--- config.mk ---
export PLATFORM = sky130hd
export DESIGN_NAME = cell_voltage_stats
export DESIGN_NICKNAME = d
export VERILOG_FILES = /design/src/cvs_pkg.sv /design/src/cell_voltage_stats.sv
export SDC_FILE = /design/constraint.sdc
export NUM_CORES = 2
export LEC_CHECK = 0
export ABC_AREA = 0
export BUFFER_PORTS_ARGS = -buffer_cell sky130_fd_sc_hd__buf_2
export CAP_MARGIN = 0
export CORE_MARGIN = 2
export CORE_UTILIZATION = 45
export DETAILED_ROUTE_END_ITERATION = 8
export GPL_TIMING_DRIVEN = 1
export HOLD_SLACK_MARGIN = 0.03
export MAX_ROUTING_LAYER = met4
export PLACE_DENSITY_LB_ADDON = 0.2
export SLEW_MARGIN = 30
export SYNTH_ARGS = -nofsm -noshare
export SYNTH_HDL_FRONTEND = slang
export SYNTH_SLANG_ARGS = --single-unit
--- constraint.sdc ---
create_clock -name i_clk -period 10.65 [get_ports i_clk]
set_input_delay 1.065 -clock i_clk [delete_from_list [all_inputs] [get_ports i_clk]]
set_output_delay 1.065 -clock i_clk [all_outputs]
set_load 0.05 [all_outputs]
--- src/cvs_pkg.sv ---
`timescale 1ns / 1ps
// Shared types, constants and helper functions for cell_voltage_stats.
// No dependencies; imported by the top level.
package cvs_pkg;

    localparam int unsigned NUM_CHAN = 6;
    localparam int unsigned MV_W     = 16;
    localparam int unsigned CHAN_W   = 3;
    localparam int unsigned CNT_W    = 3;
    localparam int unsigned FAULT_W  = 8;
    localparam int unsigned PSUM_W   = MV_W + 1;
    localparam int unsigned SUM_W    = MV_W + 3;
    localparam int unsigned RECIP_W  = 23;
    localparam int unsigned RECIP_SH = 22;
    localparam int unsigned PROD_W   = SUM_W + RECIP_W;
    localparam int unsigned IN_W     = NUM_CHAN * MV_W + FAULT_W;
    localparam int unsigned OUT_W    = 72;

    localparam logic [1:0] CFG_CELL_COUNT = 2'd0;
    localparam logic [1:0] CFG_MIN_MV     = 2'd1;
    localparam logic [1:0] CFG_MAX_MV     = 2'd2;

    localparam logic [CNT_W-1:0] RST_CELL_COUNT = 3'd6;
    localparam logic [MV_W-1:0]  RST_MIN_MV     = 16'd2000;
    localparam logic [MV_W-1:0]  RST_MAX_MV     = 16'd5000;

    localparam logic [RECIP_W-1:0] RECIP_ONE   = 23'd4194304;
    localparam logic [RECIP_W-1:0] RECIP_THIRD = 23'd1398102;
    localparam logic [RECIP_W-1:0] RECIP_FIFTH = 23'd838861;

    typedef struct packed {
        logic              vld;
        logic [MV_W-1:0]   mv;
        logic [CHAN_W-1:0] chan;
    } t_cand;

    typedef struct packed {
        logic [1:0]         shift;
        logic [RECIP_W-1:0] recip;
    } t_div;

    function automatic logic [NUM_CHAN-1:0] chan_mask(input logic [CNT_W-1:0] cells);
        logic [NUM_CHAN-1:0] mask;
        priority if (cells <= 3'd3) begin
            mask = 6'h13;
        end else if (cells == 3'd4) begin
            mask = 6'h17;
        end else if (cells == 3'd5) begin
            mask = 6'h1F;
        end else begin
            mask = 6'h3F;
        end
        return mask;
    endfunction

    // The lower-index candidate is a; b wins on a strict improvement or when a is not valid.
    function automatic t_cand merge_cand(input t_cand a, input t_cand b, input logic want_max);
        logic better;
        logic take_b;
        better = want_max ? (b.mv > a.mv) : (b.mv < a.mv);
        take_b = b.vld && (!a.vld || better);
        return take_b ? b : a;
    endfunction

    // Division by 1..6 as a pre-shift and a reciprocal multiply.
    function automatic t_div div_sel(input logic [CNT_W-1:0] cnt);
        t_div d;
        unique case (cnt)
            3'd1:    d = '{shift: 2'd0, recip: RECIP_ONE};
            3'd2:    d = '{shift: 2'd1, recip: RECIP_ONE};
            3'd3:    d = '{shift: 2'd0, recip: RECIP_THIRD};
            3'd4:    d = '{shift: 2'd2, recip: RECIP_ONE};
            3'd5:    d = '{shift: 2'd0, recip: RECIP_FIFTH};
            3'd6:    d = '{shift: 2'd1, recip: RECIP_THIRD};
            default: d = '{shift: 2'd0, recip: '0};
        endcase
        return d;
    endfunction

endpackage

--- src/cell_voltage_stats.sv ---
`timescale 1ns / 1ps
// Cell voltage statistics: windowed mean, minimum and maximum over six channels.
// Depends on cvs_pkg.
//
//  Channel   Dir  Payload (low bits first)
//  s_*       in   chan0_mv..chan5_mv (16 each), fault_flags (8)
//  m_*       out  avg_mv, high_mv, low_mv (16 each), high_chan, low_chan,
//                 used_count (3 each), fault_out (8), 7 zero pad bits
//  i_cfg_*   in   index 0 cell_count, 1 min_plausible_mv, 2 max_plausible_mv
//
// One snapshot is accepted per cycle unless an output stall backs up the pipeline.
// The filter stage takes a snapshot at the edge of its transaction, and the pair
// merge, final merge, reciprocal multiply and output register stages take it in turn.
// Each stage holds only when it is full and the stage after it holds, so bubbles are
// squeezed out during an output stall.
// Reset clears the valid bits and restores the register defaults.
module cell_voltage_stats (
    input  logic                        i_clk,
    input  logic                        i_rst_n,
    input  logic                        i_cfg_we,
    input  logic [1:0]                  i_cfg_idx,
    input  logic [cvs_pkg::MV_W-1:0]    i_cfg_data,
    input  logic                        s_tvalid,
    output logic                        s_tready,
    // chan0_mv, chan1_mv, chan2_mv, chan3_mv, chan4_mv, chan5_mv, fault_flags
    input  logic [cvs_pkg::IN_W-1:0]    s_tdata,
    output logic                        m_tvalid,
    input  logic                        m_tready,
    // avg_mv, high_mv, low_mv, high_chan, low_chan, used_count, fault_out, pad
    output logic [cvs_pkg::OUT_W-1:0]   m_tdata
);
    import cvs_pkg::*;

    logic [CNT_W-1:0] r_cell_count;
    logic [MV_W-1:0]  r_min_mv;
    logic [MV_W-1:0]  r_max_mv;

    always_ff @(posedge i_clk) begin
        if (!i_rst_n) begin
            r_cell_count <= RST_CELL_COUNT;
            r_min_mv     <= RST_MIN_MV;
            r_max_mv     <= RST_MAX_MV;
        end else if (i_cfg_we) begin
            unique case (i_cfg_idx)
                CFG_CELL_COUNT: r_cell_count <= i_cfg_data[CNT_W-1:0];
                CFG_MIN_MV:     r_min_mv     <= i_cfg_data;
                CFG_MAX_MV:     r_max_mv     <= i_cfg_data;
                default:        ;
            endcase
        end
    end

    logic r_v1, r_v2, r_v3, r_v4, r_vo;
    logic en1, en2, en3, en4, en_o;

    assign en_o = !r_vo || m_tready;
    assign en4  = !r_v4 || en_o;
    assign en3  = !r_v3 || en4;
    assign en2  = !r_v2 || en3;
    assign en1  = !r_v1 || en2;
    assign s_tready = en1;
    assign m_tvalid = r_vo;

    always_ff @(posedge i_clk) begin
        if (!i_rst_n) begin
            r_v1 <= 1'b0;
            r_v2 <= 1'b0;
            r_v3 <= 1'b0;
            r_v4 <= 1'b0;
            r_vo <= 1'b0;
        end else begin
            if (en1)  r_v1 <= s_tvalid;
            if (en2)  r_v2 <= r_v1;
            if (en3)  r_v3 <= r_v2;
            if (en4)  r_v4 <= r_v3;
            if (en_o) r_vo <= r_v4;
        end
    end

    // Stage 1: channel map and plausibility window.
    t_cand               n_c1 [NUM_CHAN];
    t_cand               r_c1 [NUM_CHAN];
    logic [FAULT_W-1:0]  r_fault1;
    logic [NUM_CHAN-1:0] mask;

    assign mask = chan_mask(r_cell_count);

    always_comb begin
        for (int k = 0; k < NUM_CHAN; k++) begin
            n_c1[k].mv   = s_tdata[k*MV_W +: MV_W];
            n_c1[k].chan = CHAN_W'(k);
            n_c1[k].vld  = mask[k] && (n_c1[k].mv >= r_min_mv) && (n_c1[k].mv <= r_max_mv);
        end
    end

    always_ff @(posedge i_clk) begin
        if (en1) begin
            r_c1     <= n_c1;
            r_fault1 <= s_tdata[NUM_CHAN*MV_W +: FAULT_W];
        end
    end

    // Stage 2: pairwise merge, pair sums and used count.
    t_cand              r_lo2 [3];
    t_cand              r_hi2 [3];
    logic [PSUM_W-1:0]  r_ps2 [3];
    logic [CNT_W-1:0]   n_cnt2;
    logic [CNT_W-1:0]   r_cnt2;
    logic [FAULT_W-1:0] r_fault2;

    always_comb begin
        n_cnt2 = '0;
        for (int k = 0; k < NUM_CHAN; k++) begin
            n_cnt2 = n_cnt2 + CNT_W'(r_c1[k].vld);
        end
    end

    always_ff @(posedge i_clk) begin
        if (en2) begin
            for (int p = 0; p < 3; p++) begin
                r_lo2[p] <= merge_cand(r_c1[2*p], r_c1[2*p+1], 1'b0);
                r_hi2[p] <= merge_cand(r_c1[2*p], r_c1[2*p+1], 1'b1);
                r_ps2[p] <= (r_c1[2*p].vld ? PSUM_W'(r_c1[2*p].mv) : '0)
                          + (r_c1[2*p+1].vld ? PSUM_W'(r_c1[2*p+1].mv) : '0);
            end
            r_cnt2   <= n_cnt2;
            r_fault2 <= r_fault1;
        end
    end

    // Stage 3: final merge, total sum and divisor selection.
    t_cand              n_lo3, n_hi3;
    logic [MV_W-1:0]    r_lo3, r_hi3;
    logic [CHAN_W-1:0]  r_loc3, r_hic3;
    logic [SUM_W-1:0]   r_sum3;
    t_div               r_div3;
    logic [CNT_W-1:0]   r_cnt3;
    logic [FAULT_W-1:0] r_fault3;

    assign n_lo3 = merge_cand(merge_cand(r_lo2[0], r_lo2[1], 1'b0), r_lo2[2], 1'b0);
    assign n_hi3 = merge_cand(merge_cand(r_hi2[0], r_hi2[1], 1'b1), r_hi2[2], 1'b1);

    always_ff @(posedge i_clk) begin
        if (en3) begin
            r_lo3    <= n_lo3.vld ? n_lo3.mv : '0;
            r_loc3   <= n_lo3.vld ? n_lo3.chan : '0;
            r_hi3    <= n_hi3.vld ? n_hi3.mv : '0;
            r_hic3   <= n_hi3.vld ? n_hi3.chan : '0;
            r_sum3   <= SUM_W'(r_ps2[0]) + SUM_W'(r_ps2[1]) + SUM_W'(r_ps2[2]);
            r_div3   <= div_sel(r_cnt2);
            r_cnt3   <= r_cnt2;
            r_fault3 <= r_fault2;
        end
    end

    // Stage 4: reciprocal multiply.
    logic [PROD_W-1:0]  r_prod4;
    logic [MV_W-1:0]    r_lo4, r_hi4;
    logic [CHAN_W-1:0]  r_loc4, r_hic4;
    logic [CNT_W-1:0]   r_cnt4;
    logic [FAULT_W-1:0] r_fault4;

    always_ff @(posedge i_clk) begin
        if (en4) begin
            r_prod4  <= PROD_W'(r_sum3 >> r_div3.shift) * PROD_W'(r_div3.recip);
            r_lo4    <= r_lo3;
            r_hi4    <= r_hi3;
            r_loc4   <= r_loc3;
            r_hic4   <= r_hic3;
            r_cnt4   <= r_cnt3;
            r_fault4 <= r_fault3;
        end
    end

    // Output register.
    logic [OUT_W-1:0] r_out;

    always_ff @(posedge i_clk) begin
        if (en_o) begin
            r_out <= {7'd0, r_fault4, r_cnt4, r_loc4, r_hic4, r_lo4, r_hi4,
                      r_prod4[RECIP_SH +: MV_W]};
        end
    end

    assign m_tdata = r_out;

    a_none_used_zero: assert property (@(posedge i_clk) disable iff (!i_rst_n)
        (m_tvalid && m_tdata[56:54] == 3'd0) |-> (m_tdata[53:0] == '0))
        else $error("empty result carries nonzero statistics");

    a_high_ge_low: assert property (@(posedge i_clk) disable iff (!i_rst_n)
        m_tvalid |-> (m_tdata[31:16] >= m_tdata[47:32]))
        else $error("high reading below low reading");

    a_avg_in_range: assert property (@(posedge i_clk) disable iff (!i_rst_n)
        m_tvalid |-> (m_tdata[15:0] <= m_tdata[31:16] && m_tdata[15:0] >= m_tdata[47:32]))
        else $error("mean outside the min/max span");

    a_count_range: assert property (@(posedge i_clk) disable iff (!i_rst_n)
        m_tvalid |-> (m_tdata[56:54] <= 3'd6 && m_tdata[50:48] <= 3'd5
                      && m_tdata[53:51] <= 3'd5))
        else $error("count or channel index out of range");

endmodule

### Yosys cells after proc, flatten, opt, wreduce, memory -nomap -nowiden

Memories as Yosys holds them, arrays and structs flattened.
Index checks and enable logic that the tools add are counted.

| storage, ports and cells | value |
|---|---|
| register bits after elaboration | 406 |
| latch bits | 0 |
| bits in writable memories | 171 |
| bits in read-only memories | 0 |
| output and inout port bits | 74 |
| logic and storage cells | 163 |
| memories kept | 3 |

| operators by class | value |
|---|---|
| $add $sub $neg | 10 |
| multiply operators | 1 |
| divide/modulo/power cells | 0 |
| order comparisons | 23 |
| equal/unequal tests | 10 |
| shift-type cells | 1 |
| muxes and demuxes | 22 |
| bitwise logic cells | 0 |
| reductions and logical operators | 53 |

Memory list:

| memory | depth | bits a word | rd ports | clocked after memory_dff | write ports | line | text |
|---|---|---|---|---|---|---|---|
| r_hi2 | 3 | 20 | 3 | 0 | 3 | cell_voltage_stats.sv:105 | `t_cand r_hi2 [3];` |
| r_lo2 | 3 | 20 | 3 | 0 | 3 | cell_voltage_stats.sv:104 | `t_cand r_lo2 [3];` |
| r_ps2 | 3 | 17 | 3 | 0 | 3 | cell_voltage_stats.sv:106 | `logic [PSUM_W-1:0] r_ps2 [3];` |

Operators with widths:

| cell | number |
|---|---|
| $mux W20 | 10 |
| $pmux W25 S6 | 1 |
| $ge A16 B16 Y1 | 6 |
| $le A16 B16 Y1 | 6 |
| $mux W16 | 6 |
| $gt A16 B16 Y1 | 5 |
| $lt A16 B16 Y1 | 5 |
| $add A16 B16 Y17 | 3 |
| $mul A42 B23 Y38 | 1 |
| $shr A19 B2 Y42 | 1 |
| $logic_and A1 B1 Y1 | 22 |
| $add A18 B17 Y19 | 1 |
| $add A17 B17 Y18 | 1 |
| $mux W6 | 3 |
| $eq A3 B3 Y1 const B | 5 |
| $logic_or A1 B1 Y1 | 15 |
| $logic_not A1 Y1 | 12 |
| $add A3 B1 Y3 | 3 |
| $eq A3 B2 Y1 const B | 2 |
| $reduce_and A2 Y1 | 3 |
| $add A2 B1 Y3 | 1 |
| $eq A3 B1 Y1 const B | 1 |
| $le A3 B2 Y1 const B | 1 |
| $add A1 B1 Y2 | 1 |
| 4 further kinds | 5 |

### Depth between registers and ports, before layout

An unclocked memory read counts as a cell.

| logic depth | value |
|---|---|
| depth after elaboration | 9 |
| depth in mapped cells | 29 |
| depth with buffers taken out | 28 |

### Least setup slack after synthesis

OpenSTA, ideal clock, no wires.

| timing path | value |
|---|---|
| path kind | reg-to-reg |
| start | register r_div3[23] (netlist bit) |
| end | register r_prod4[33], data pin |
| setup time | 0.258 ns |
| data arrival time | 7.877 ns |
| data required time | 10.392 ns |
| setup slack | 2.515 ns |
| stages on the path, launching flop included | 26 |
| buffers on the path | 2 |
| clock period less this slack | 8.135 ns |
| cell sequence | edfxtp_1 buf_1 buf_1 mux4_2 and2_1 fa_1 inv_1 fa_1 fa_1 inv_1 fa_1 fa_1 fa_1 inv_1 fa_1 inv_1 ha_1 a211oi_1 nor2_1 o32ai_1 nor2_1 a221o_1 o31ai_1 o21ai_0 a211oi_1 nor2_1 |

| between the ends | value |
|---|---|
| longest elaborated chain between the ends | 2 |

RTL lines:

| item | line | text |
|---|---|---|
| start: declaration | cell_voltage_stats.sv:136 | `t_div r_div3;` |
| start signal: assignment | cell_voltage_stats.sv:150 | `r_div3 <= div_sel(r_cnt2);` |
| $shr A19 B2 Y42 | cell_voltage_stats.sv:165 | `r_prod4 <= PROD_W'(r_sum3 >> r_div3.shift) * PROD_W'(r_div3.recip);` |
| $mul A42 B23 Y38 | cell_voltage_stats.sv:165 |  |
| end signal: assignment | cell_voltage_stats.sv:165 |  |
| end: declaration | cell_voltage_stats.sv:157 | `logic [PROD_W-1:0] r_prod4;` |

No other way between the ends.
A chain may end at the register's enable or synchronous reset.

### Worst setup path after layout

Ends and elaborated chain as after synthesis.

==> impl_metrics.env <==
export IMPL_status="finished clean"
export IMPL_yosys_area_top_type="edfxtp_1"
export IMPL_synth_seq_area_share_pct=39.0
export IMPL_coreArea_um2=86500
export IMPL_place_congestion=0.978
export IMPL_start_kind="flop"
export IMPL_slowest_delay_ps=660
export IMPL_dieArea_um2=89200
export IMPL_dp_hpwl_um=90700
export IMPL_clkPwrFrac_pct=15.9
export IMPL_relSlewSlack_pct=30.9
export IMPL_drv_slew=0
export IMPL_yosys_top_cells_area="edfxtp_1 37%, ha_1 18%, fa_1 13%"
export IMPL_setup_viol=0
export IMPL_netlist_area_um2=39100
export IMPL_clockBufferDepth=3
export IMPL_required_ps=11060
export IMPL_p_sw_share_pct=44.4
export IMPL_fillerInstances=7783
export IMPL_rows=108
export IMPL_drc_errors=0
export IMPL_period_minus_slack_ps=8590
export IMPL_htreeDepth=2
export IMPL_nets=4543
export IMPL_synth_ff_type="edfxtp_1"
export IMPL_ys_warn_count=0
export IMPL_ant_nets=0
export IMPL_num_vias=25396
export IMPL_finalHoldViolations=0
export IMPL_post_place_ws_ps=1650
export IMPL_track_usage_pct=25.3
export IMPL_clk_pin_slew_ps=60
export IMPL_path_max_fanout=12
export IMPL_area_growth_pct=10.9
export IMPL_clk_latency_ps=680
export IMPL_wl_um=109000
export IMPL_ctsResizeCount=0
export IMPL_power_density_nw_per_um2=289
export IMPL_maxCapViolations=0
export IMPL_async_flop_share_pct=0
export IMPL_startpoint="r_div3[23]"
export IMPL_synth_most_common_cell="inv_1"
export IMPL_top_level_ports=201
export IMPL_timing_fmax_mhz=116
export IMPL_drive_gt1_share_pct=10.9
export IMPL_timing_rr_start="r_div3[23]"
export IMPL_tns_ps=0
export IMPL_power_frac_comb_pct=58.7
export IMPL_post_cts_buffers=0
export IMPL_leakagePower_nw=20.8
export IMPL_endpoint_kind="flop"
export IMPL_path_cells="buf_6 > mux4_2 > nand2_1 > nor2_1 > a21oi_1 > ha_1 > fa_1 > ha_1 > fa_1 > fa_1 > fa_1 > inv_1 > fa_1 > inv_1 > ha_1 > a211oi_1 > o211ai_1 > o32ai_1 > nor2_1 > a221o_1 > o31ai_1 > o21ai_0 > a211oi_1 > nor2_1"
export IMPL_tightest_slew_ps=1030
export IMPL_cts_tree="yes"
export IMPL_fp_dieH_um=299
export IMPL_synth_seq_cells=521
export IMPL_setup_slack_ps=2060
export IMPL_first_pass_iters=6
export IMPL_numCtsBuffers=57
export IMPL_crit_buf_inv=3
export IMPL_root_buffer="clkbuf_16"
export IMPL_synth_avg_cell_area_um2=11.6
export IMPL_synth_edff_count=481
export IMPL_antenna_found_initial=4
export IMPL_finClkSkew_ps=88.1
export IMPL_wl_per_cell_um=22.6
export IMPL_fin_crit_sh_pct=80.6
export IMPL_die_w_um=299
export IMPL_io_buffers=193
export IMPL_synth_top_cell_area_share_pct=37.0
export IMPL_netlist_instances=3382
export IMPL_grt_pass1_wl_um=162000
export IMPL_p_switching_mw=5.57
export IMPL_crit_top_cell="fa_1"
export IMPL_ir_drop_v=0.000460
export IMPL_drt_iter0_drc=1725
export IMPL_power_internal_mw=6.98
export IMPL_overflow=0
export IMPL_path_class="reg2reg"
export IMPL_cp_top_family="adder cells"
export IMPL_ys_types=73
export IMPL_cts_sinks=521
export IMPL_synth_top_cells_by_count="594 x inv_1, 560 x ha_1, 481 x edfxtp_1"
export IMPL_start_util_pct=45.2
export IMPL_min_from="r_loc3[2]"
export IMPL_hold_path_class="reg2reg"
export IMPL_pwr_share_seq_pct=25.4
export IMPL_rsz0062_at_grt="no"
export IMPL_grt_max_degree=75
export IMPL_crit_slowest_cell="edfxtp_1"
export IMPL_critical_path_arrival_ps=9000
export IMPL_holdBufCountCts=0
export IMPL_viasPerCell=5.29
export IMPL_first_global_vias=25828
export IMPL_reg2reg_setup_slack_ps=2060
export IMPL_power_total_mw=12.5
==> registers in the layout, summed over array words and instances (netlist names), 6 cells and up <==
register  cells
r_prod4      16
r_fault4      8
r_ps2        51
r_fault1      8
m_tdata      65
r_fault3      8
r_div3        6
r_hi4        16
r_lo2        52
r_min_mv     16
r_c1        102
r_hi3        16
r_lo3        16
r_fault2      8
r_max_mv     16
r_lo4        16
r_sum3       19
r_hi2        53
==> layout by cell type (no fill, tap or decap), types with 48 or more instances in the layout <==
| cell | count |
|---|---|
| a21o_1 | 81 |
| inv_1 | 592 |
| buf_2 | 193 |
| o21ai_0 | 87 |
| a21oi_1 | 116 |
| and2_1 | 94 |
| o2bb2ai_1 | 48 |
| nand2_1 | 189 |
| edfxtp_1 | 481 |
| mux2_2 | 65 |
| ha_1 | 560 |
| xnor2_1 | 58 |
| fa_1 | 260 |
| mux2i_1 | 53 |
| nor2_1 | 121 |
| nand4_1 | 49 |
| clkbuf_16 | 57 |
==> final cells by class <==
cell class / instances / area (µm²) / area share [%]
Multi-Input combinational cell: 2209 / 21400 / 49.3
Sequential cell: 521 / 15200 / 35.2
Inverter: 596 / 2240 / 5.16
Clock buffer: 63 / 1450 / 3.34
Tap cell: 1155 / 1450 / 3.33
Timing Repair Buffer: 211 / 1120 / 2.57
Clock inverter: 40 / 464 / 1.07
Antenna cell: 2 / 5.00 / 0.0115
==> per-stage QoR <==
stage               hold WS [ps]  cells  util (%)  area [µm²]
floorplan                    400   3388         -       39100
global placement             400   4690      47.9       41400
detailed placement           405   4690      47.9       41400
CTS                          397   4793      50.1       43300
global route                 412   4797      50.1       43400
finish                       402   4797      50.1       43400
==> worst register-to-register path: cells and delay by family, from the launching register on <==
| family | cells | cell delay (ps) |
|---|---|---|
| fa+ha+maj | 8 | 3700 |
| compound gates | 8 | 2570 |
| mux | 1 | 560 |
| simple gates | 4 | 520 |
| flops | 1 | 660 |
| buf+inv | 3 | 350 |
==> logic make-up (layout without fill, tap and decap cells) <==
logic type                 count (synthesis)  in the layout  share of synthesized area (%)
buffers and inverters                    658            910                           6.47
DFF                                      521            521                           39.0
muxes                                    133            133                           4.09
AOI/OAI and AO/OA                        529            529                           9.24
and+or+nand+nor                          645            645                           8.25
xor gates and xnor gates                  75             75                           1.68
other                                      1              9                        0.00960
adders and majority gates                820            820                           31.2
==> power by group through the flow <==
stage	registers (mW)	logic [mW]	clock network, mW
after floorplan	3.44	5.15	0
after CTS	3.19	7.50	2.04
after global routing	3.23	8.50	2.11
after detailed placement	3.23	7.43	0
final	3.18	7.36	2.00
after global placement	3.22	7.35	0
==> layer usage <==
layer | wire, µm | share of wire [%] | global-route usage [%] | vias up
met5 | 0 | 0 | - | -
met4 | 3890 | 3.6 | 8.24 | 0
met3 | 4420 | 4.1 | 2.58 | 157
met2 | 51200 | 47 | 40.8 | 645
met1 | 49100 | 45 | 33.7 | 12335
li1 | - | - | - | 12259
==> path summary, 6_finish.rpt <==
| kind | endpoint | cells after the start |
|---|---|---|
| max | r_prod4[33] | 24 |
| min | r_loc4[2] | 0 |
| max reg2reg | r_prod4[33] | 24 |
| min reg2reg | r_loc4[2] | 0 |
(Power assumes the default switching activity.)
